## src/rtl/core/sbeq_pkg.sv

```systemverilog
// shared constants, types and fixed-point helpers for the stereo biquad eq core
// no dependencies; used by the interfaces, imported by the top level, the knee divider and the test files
`timescale 1ns / 1ps

package sbeq_pkg;

    // fixed formats of the item fields
    localparam int SAMPLE_BITS    = 24;
    localparam int COEF_FRAC_BITS = 28;
    localparam int COEF_W         = 32;
    localparam int GAIN_W         = 24;
    localparam int GAIN_FRAC      = 20;
    localparam int SEC_IDX_W      = 4;
    localparam int COEF_IDX_W     = 3;
    localparam int SEC_EN_W       = 12;
    localparam int BAND_CNT_W     = 4;
    localparam int CFG_IDX_W      = 3;
    localparam int CFG_DATA_W     = 24;

    localparam int PEAK_BANDS_DEF = 10;
    localparam int COEFS_PER_SEC  = 5;

    // internal formats
    localparam int SIG_FRAC  = SAMPLE_BITS - 1;
    localparam int SIG_W     = SAMPLE_BITS + 8;
    localparam int DLY_W     = 48;
    localparam int DLY_FRAC  = 32;
    localparam int MUL_W     = ((SIG_W > COEF_W) ? SIG_W : COEF_W) + 1;
    localparam int PROD_W    = 2 * MUL_W;
    localparam int COEF_SH   = SIG_FRAC + COEF_FRAC_BITS - DLY_FRAC;
    localparam int Y_SH      = DLY_FRAC - SIG_FRAC;
    localparam int MAG_W     = DLY_W - 1;
    localparam int DEN_W     = MAG_W + 5;
    localparam int QW        = SIG_FRAC;
    localparam int OUT_EXT_W = SAMPLE_BITS + 2;

    localparam longint KNEE_T_I = ((64'd89 << SIG_FRAC) + 64'd50) / 64'd100;
    localparam logic [SIG_FRAC-1:0] KNEE_T = SIG_FRAC'(KNEE_T_I);

    localparam logic [DLY_W-1:0]        PROD_LIM = {1'b0, {(DLY_W-1){1'b1}}};
    localparam logic signed [DLY_W-1:0] DLY_MAX  = {1'b0, {(DLY_W-1){1'b1}}};
    localparam logic signed [DLY_W-1:0] DLY_MIN  = {1'b1, {(DLY_W-1){1'b0}}};
    localparam logic signed [SIG_W-1:0] SIG_MAX  = {1'b0, {(SIG_W-1){1'b1}}};
    localparam logic signed [SIG_W-1:0] SIG_MIN  = {1'b1, {(SIG_W-1){1'b0}}};
    localparam logic signed [SAMPLE_BITS-1:0] OUT_MAX = {1'b0, {(SAMPLE_BITS-1){1'b1}}};
    localparam logic signed [SAMPLE_BITS-1:0] OUT_MIN = {1'b1, {(SAMPLE_BITS-1){1'b0}}};

    // request kinds
    localparam logic REQ_FRAME = 1'b0;
    localparam logic REQ_COEF  = 1'b1;

    // configuration register indexes
    localparam logic [CFG_IDX_W-1:0] CFG_EQ_ENABLE  = 3'd0;
    localparam logic [CFG_IDX_W-1:0] CFG_BAND_COUNT = 3'd1;
    localparam logic [CFG_IDX_W-1:0] CFG_SEC_ENABLE = 3'd2;
    localparam logic [CFG_IDX_W-1:0] CFG_GAIN_LEFT  = 3'd3;
    localparam logic [CFG_IDX_W-1:0] CFG_GAIN_RIGHT = 3'd4;

    localparam logic [GAIN_W-1:0] GAIN_UNITY = GAIN_W'(1) << GAIN_FRAC;

    typedef enum logic [1:0] {
        ST_IDLE,
        ST_SEC,
        ST_GAIN,
        ST_KNEE
    } t_state;

    // product magnitude rounded half away from zero, clipped to +-(2^47-1)
    function automatic logic signed [DLY_W-1:0] rnd_prod(
        input logic signed [PROD_W-1:0] p,
        input int                       sh
    );
        logic [PROD_W-1:0] pa;
        logic [PROD_W:0]   q;
        logic [DLY_W-1:0]  m;
        pa = p[PROD_W-1] ? (~p + PROD_W'(1)) : p;
        q  = ({1'b0, pa} + ((PROD_W+1)'(1) << (sh - 1))) >> sh;
        if (q > (PROD_W+1)'(PROD_LIM)) begin
            m = PROD_LIM;
        end else begin
            m = q[DLY_W-1:0];
        end
        return p[PROD_W-1] ? -$signed(m) : $signed(m);
    endfunction

    function automatic logic signed [DLY_W-1:0] sat_dly(input logic signed [DLY_W+1:0] v);
        logic signed [DLY_W-1:0] r;
        if (v > (DLY_W+2)'(DLY_MAX)) begin
            r = DLY_MAX;
        end else if (v < (DLY_W+2)'(DLY_MIN)) begin
            r = DLY_MIN;
        end else begin
            r = v[DLY_W-1:0];
        end
        return r;
    endfunction

    // accumulator to signal format, ties away from zero, then clipped
    function automatic logic signed [SIG_W-1:0] y_round(input logic signed [DLY_W:0] a);
        logic [DLY_W:0]          aa;
        logic [DLY_W:0]          q;
        logic signed [DLY_W+1:0] v;
        logic signed [SIG_W-1:0] r;
        aa = a[DLY_W] ? (~a + (DLY_W+1)'(1)) : a;
        q  = (aa + ((DLY_W+1)'(1) << (Y_SH - 1))) >> Y_SH;
        v  = a[DLY_W] ? -$signed({1'b0, q}) : $signed({1'b0, q});
        if (v > (DLY_W+2)'(SIG_MAX)) begin
            r = SIG_MAX;
        end else if (v < (DLY_W+2)'(SIG_MIN)) begin
            r = SIG_MIN;
        end else begin
            r = v[SIG_W-1:0];
        end
        return r;
    endfunction

    function automatic logic signed [SAMPLE_BITS-1:0] sat_out(
        input logic signed [OUT_EXT_W-1:0] v
    );
        logic signed [SAMPLE_BITS-1:0] r;
        if (v > OUT_EXT_W'(OUT_MAX)) begin
            r = OUT_MAX;
        end else if (v < OUT_EXT_W'(OUT_MIN)) begin
            r = OUT_MIN;
        end else begin
            r = v[SAMPLE_BITS-1:0];
        end
        return r;
    endfunction

endpackage

```

## src/rtl/core/sbeq_knee_div.sv

```systemverilog
// restoring divider for the soft knee: q = floor(d * 2^(F+1) / (2^F + 9d))
// one quotient bit per cycle; depends on sbeq_pkg
`timescale 1ns / 1ps

module sbeq_knee_div (
    input  logic                         i_clk,
    input  logic                         i_rst_n,
    input  logic                         i_start,
    input  logic [sbeq_pkg::MAG_W-1:0]   i_d,
    output logic                         o_busy,
    output logic [sbeq_pkg::QW-1:0]      o_q
);
    import sbeq_pkg::*;

    localparam int CNT_W = $clog2(QW + 1);

    logic [DEN_W-1:0] r_rem;
    logic [DEN_W-1:0] r_den;
    logic [QW-1:0]    r_q;
    logic [CNT_W-1:0] r_cnt;
    logic             r_busy;

    logic [DEN_W:0]   trial;
    logic             take;

    assign trial = {r_rem, 1'b0};
    assign take  = trial >= {1'b0, r_den};

    always_ff @(posedge i_clk) begin
        if (!i_rst_n) begin
            r_busy <= 1'b0;
            r_cnt  <= '0;
        end else if (i_start) begin
            r_busy <= 1'b1;
            r_cnt  <= CNT_W'(QW);
        end else if (r_busy) begin
            r_cnt  <= r_cnt - CNT_W'(1);
            r_busy <= r_cnt != CNT_W'(1);
        end
    end

    // 2d < den, so the top part of d * 2^(F+1) is the starting remainder
    always_ff @(posedge i_clk) begin
        if (i_start) begin
            r_rem <= DEN_W'({i_d, 1'b0});
            r_den <= (DEN_W'(i_d) << 3) + DEN_W'(i_d) + (DEN_W'(1) << SIG_FRAC);
            r_q   <= '0;
        end else if (r_busy) begin
            r_rem <= take ? DEN_W'(trial - {1'b0, r_den}) : DEN_W'(trial);
            r_q   <= {r_q[QW-2:0], take};
        end
    end

    assign o_busy = r_busy;
    assign o_q    = r_q;

endmodule

```

## config.mk

```make
export PLATFORM = sky130hd
export DESIGN_NAME = sbeq_knee_div
export DESIGN_NICKNAME = d
export VERILOG_FILES = /design/src/rtl/core/sbeq_pkg.sv /design/src/rtl/core/sbeq_knee_div.sv
export SDC_FILE = /design/constraint.sdc
export NUM_CORES = 1
export LEC_CHECK = 0
export CORE_UTILIZATION = 42
export CTS_CLUSTER_SIZE = 16
export DETAILED_ROUTE_END_ITERATION = 6
export DONT_BUFFER_PORTS = 1
export GPL_TIMING_DRIVEN = 0
export PLACE_DENSITY = 0.62
export SETUP_SLACK_MARGIN = 0.5
export SLEW_MARGIN = 5
export SYNTH_ARGS = -nofsm -noshare
export SYNTH_HDL_FRONTEND = slang
export SYNTH_SLANG_ARGS = --single-unit
```

## constraint.sdc

```tcl
create_clock -name i_clk -period 5.9 [get_ports i_clk]
set_input_delay 1.77 -clock i_clk [delete_from_list [all_inputs] [get_ports i_clk]]
set_output_delay 1.77 -clock i_clk [all_outputs]
set_load 0.05 [all_outputs]
```

==> impl.org <==
** Clock tree
- Register clock-pin slew on the reported worst setup and hold paths :: ~0.070 ns
- Worst skew pair latency :: around 0.43 ns
- Maximum level of the CTS H-tree :: 4
- Post-CTS Hold Buffers :: 0
- Setup Buffers After CTS :: 0
- Clock tree from TritonCTS :: yes
- TritonCTS Sinks :: 132
- Library cell used as clock root buffer :: sky130_fd_sc_hd__clkbuf_16
- Clock buffer count from CTS :: 17
- In this run the deepest clock path goes through 2 buffers.
- The number of gates resized after CTS was 0.

** Floorplan
- The die is between 150 and 200 µm wide.
- Die span in y :: about 170 µm
- DIE AREA :: between 0.02 and 0.03 mm²
- Std-Cell Core Area :: around 0.027 mm²
- The floorplan has 60 rows.
- Starting utilization of the core area :: 0.426
- During I/O placement, the number of pins put on the boundary was 74.

** GRT
- Antenna violations before repair :: 0
- All-Layer GR Usage :: 0.222
- Via count of the first global-routing pass :: 9451
- Largest net degree at the start of global routing :: 53
- The first global-routing pass estimated around 49000 µm of wire.
- Remaining global-route overflow :: 0

** Setup path
- Worst path arrival time :: around 5.3 ns
- Among all stages on the critical path, the largest delay is contributed by sky130_fd_sc_hd__a211oi_1.
- Buffer and inverter count on the worst path :: 0
- Traced cell by cell, the critical path runs through ha_1, ha_1, fa_1, a211oi_1, nor2_1, nor3_1, o22ai_2, a211oi_1, o31ai_1, a31o_2, a311oi_1, o21bai_1, xor2_1.
- Setup Crit Path Kind :: input pin to flip-flop
- Kind of cell adding the most delay to the critical path :: compound AO/OA/AOI/OAI gates
- Critical-path maximum fanout :: 5
- The worst setup path is launched from an input pin.
- On the worst path, the slowest cell contributes a delay of 0.54 ns.
- Type of element capturing the critical path :: flip-flop
- Data required time at the worst endpoint :: just over 6 ns

** Routing
- For this block, the initial DRC count from the detailed router was 678.
- Total number of vias :: slightly below 10000
- The routed design has 30900 µm of wire.
- For this run, design rule violations remaining after detail routing come to 0.
- Dividing the detail-routed wire length by the instance count gives around 18 µm.
- Vias per cell :: between 5 and 6
- The first detailed-routing pass ran for 5 iterations.
- The count of nets left with antenna violations once routing finished came out at 0.

** Final layout
- Filler Cells Inserted :: about 2700
- At the end of the flow the core is filled with cells to 0.464.
- Diode insertion count for antenna repair :: 0
- Multi-input gate area :: approximately 0.0073 mm²
- Layout cells sized above 1 :: 0.0511
- At the end of the flow, the number of nets in the layout was about 1500.
- Compared with the post-synthesis result, the final layout area differs by 8.80%.
- Across the whole layout, storage elements account for between 0.003 and 0.004 mm².

** STA
- Sum of negative setup slack :: 0 ns
- Of the available clock period, the critical path in the final layout requires 0.873.
- The worst path in the final design needs a cycle of roughly 5.2 ns, including I/O delays and setup.
- Final count of hold timing violations :: 0
- Measured against its own limit, the worst slew margin works out to 0.418.
- Worst Clk Skew :: slightly above 0.008 ns
- Transition at the pin with the smallest max-transition slack :: 0.862 ns
- RSZ-0062 raised after global routing :: false
- Based on the critical path, the design can be clocked at up to 194 MHz.
- Pins over their slew limit :: 0
- Setup-violating endpoint count in the final report :: 0

** Logic synthesis
- Number of enable-type register cells in the synthesized netlist :: a little under 100
- Counting flops with an async set or reset pin after synthesis yields a share of 0.
- In this run, synthesis produced a sequential element count of 132.
- After synthesis, the mean cell area works out to a little under 9 µm².
- The Yosys step of the flow raised 0 warnings.
- Area share of the largest cell type after synthesis :: 0.257
- Most area-consuming cells after synthesis :: sky130_fd_sc_hd__edfxtp_1, sky130_fd_sc_hd__ha_1, sky130_fd_sc_hd__dfxtp_1, sky130_fd_sc_hd__a21oi_1, sky130_fd_sc_hd__o21ai_0
- After synthesis, the netlist uses 78 different library cells.
- Summing every instance area after synthesis gives approximately 0.011 mm².
- Nets in the synthesized netlist :: ~1500
- Synthesis produced a netlist whose cell count is approximately 1300.
- Library cell with the largest summed area after synthesis :: sky130_fd_sc_hd__edfxtp_1
- In the synthesized netlist the dominant register cell turns out to be sky130_fd_sc_hd__edfxtp_1.
- Sequential area share after synthesis :: 0.316

** Place
- Detailed placement finished with a half-perimeter wire length of between 20000 and 25000 µm.
- Count of buffers from port buffering :: 0
- Routability congestion estimate :: between 0.8 and 0.9

** Pwr
- The worst-case IR drop observed on VDD is ~0.23 mV.
- PnR Total Power :: roughly 4100 µW
- P_leak :: between 0.005 and 0.006 µW
- Total power per unit cell area :: between 300 and 400 mW/mm²

** Status
- Run status :: finished, final reports clean

** Run
- Number of violations of the max-capacitance limit :: 0

** Worst hold path
- Path class of the lowest-slack min-delay path :: flip-flop to flip-flop
cells in the mapped netlist (4+ instances only):
cell	instances
sky130_fd_sc_hd__a31oi_1	13
sky130_fd_sc_hd__a32oi_1	9
sky130_fd_sc_hd__nor2b_1	17
sky130_fd_sc_hd__o21ai_1	4
sky130_fd_sc_hd__o21a_1	18
sky130_fd_sc_hd__mux2i_1	27
sky130_fd_sc_hd__or2_2	4
sky130_fd_sc_hd__nor2_1	108
sky130_fd_sc_hd__dfxtp_1	34
sky130_fd_sc_hd__xnor2_1	52
sky130_fd_sc_hd__o21bai_1	17
sky130_fd_sc_hd__o21ai_0	102
sky130_fd_sc_hd__nand2b_1	12
sky130_fd_sc_hd__clkbuf_1	44
sky130_fd_sc_hd__and2_1	7
sky130_fd_sc_hd__nand3_1	23
sky130_fd_sc_hd__o31ai_1	5
sky130_fd_sc_hd__edfxtp_1	98
sky130_fd_sc_hd__buf_1	4
sky130_fd_sc_hd__inv_1	80
sky130_fd_sc_hd__a21o_1	57
sky130_fd_sc_hd__and3_1	13
sky130_fd_sc_hd__a211o_1	4
sky130_fd_sc_hd__nand4_1	18
sky130_fd_sc_hd__o211ai_1	7
sky130_fd_sc_hd__xor2_1	35
sky130_fd_sc_hd__a211oi_1	18
sky130_fd_sc_hd__nor4_1	5
sky130_fd_sc_hd__nor3_1	18
sky130_fd_sc_hd__ha_1	141
sky130_fd_sc_hd__nand2_1	110
sky130_fd_sc_hd__o31a_1	4
sky130_fd_sc_hd__buf_2	11
sky130_fd_sc_hd__a21oi_1	127
sky130_fd_sc_hd__or3_1	6
routing by layer:
metal,share of wire,global-route usage
met5,0,0
met4,0.017,0.0606
met2,0.46,0.364
met1,0.47,0.299
met3,0.053,0.0423
tightest hold or removal path, delay by kind of cell (launching register included):
family,cells,cell delay (ns)
compound gates,1,0.05
flops,1,0.32
simple gates,1,0.09
final cells by class:
class	instances	area share
plain buffers	61	0.0204
clock buffers	17	0.0341
clock inverters	15	0.0109
inverters	80	0.0241
multi-input cells	1044	0.584
flip-flops and latches	132	0.291
well taps	341	0.0342
repair buffers	1	0.00161
power by group:
part           switching, µW  internal [µW]  total, µW
registers               59.0           1160       1210
clock network            478            558       1040
logic                   1140            710       1850
stage by stage:
step	std cells	instance area [µm²]	setup WS (ns)	hold WS [ns]
detailed placement	1659	11900	0.382	0.493
finish	1691	12500	0.748	0.503
global route	1691	12500	0.638	0.541
floorplan	1317	11500	1.21	0.462
CTS	1691	12500	0.822	0.502
global placement	1658	11900	0.393	0.490
path summary, 6_finish.rpt:
path | slack [ns] | from | endpoint | depth (start not counted)
worst max-delay path | 0.75 | i_d[1] | r_den[48] | 13
worst min-delay path | 0.50 | r_rem[51] | r_rem[51] | 2
worst max register to register | 1.94 | r_rem[29] | r_rem[22] | 13
worst min register to register | 0.50 | r_rem[51] | r_rem[51] | 2
cells by family (layout without fill, tap and decap cells):
family / count (synthesis) / after routing / share of synthesized area
AO/OA/AOI/OAI: 432 / 432 / 0.243
flip-flops: 132 / 132 / 0.316
AND/OR/NAND/NOR: 355 / 355 / 0.145
buffers and inverters: 141 / 174 / 0.0484
multiplexers: 27 / 27 / 0.0236
adder cells (fa/ha/maj): 143 / 143 / 0.157
XOR/XNOR: 87 / 87 / 0.0665
registers in the layout, indices dropped and copies added (netlist names):
| register | flops |
|---|---|
| r_den | 51 |
| o_q | 23 |
| r_cnt | 5 |
| r_rem | 52 |
| o_busy | 1 |
placed cells by master, fill, tap and decap left out, drive strengths merged, types with 35 or more instances in the layout:
cell and count:
a21o 57, edfxtp 98, inv 92, o21ai 107, a21oi 128, clkbuf 61, xnor2 52, nand2 110
ha 141, xor2 35, nor2 108
Power figures use the tool's default switching activity.
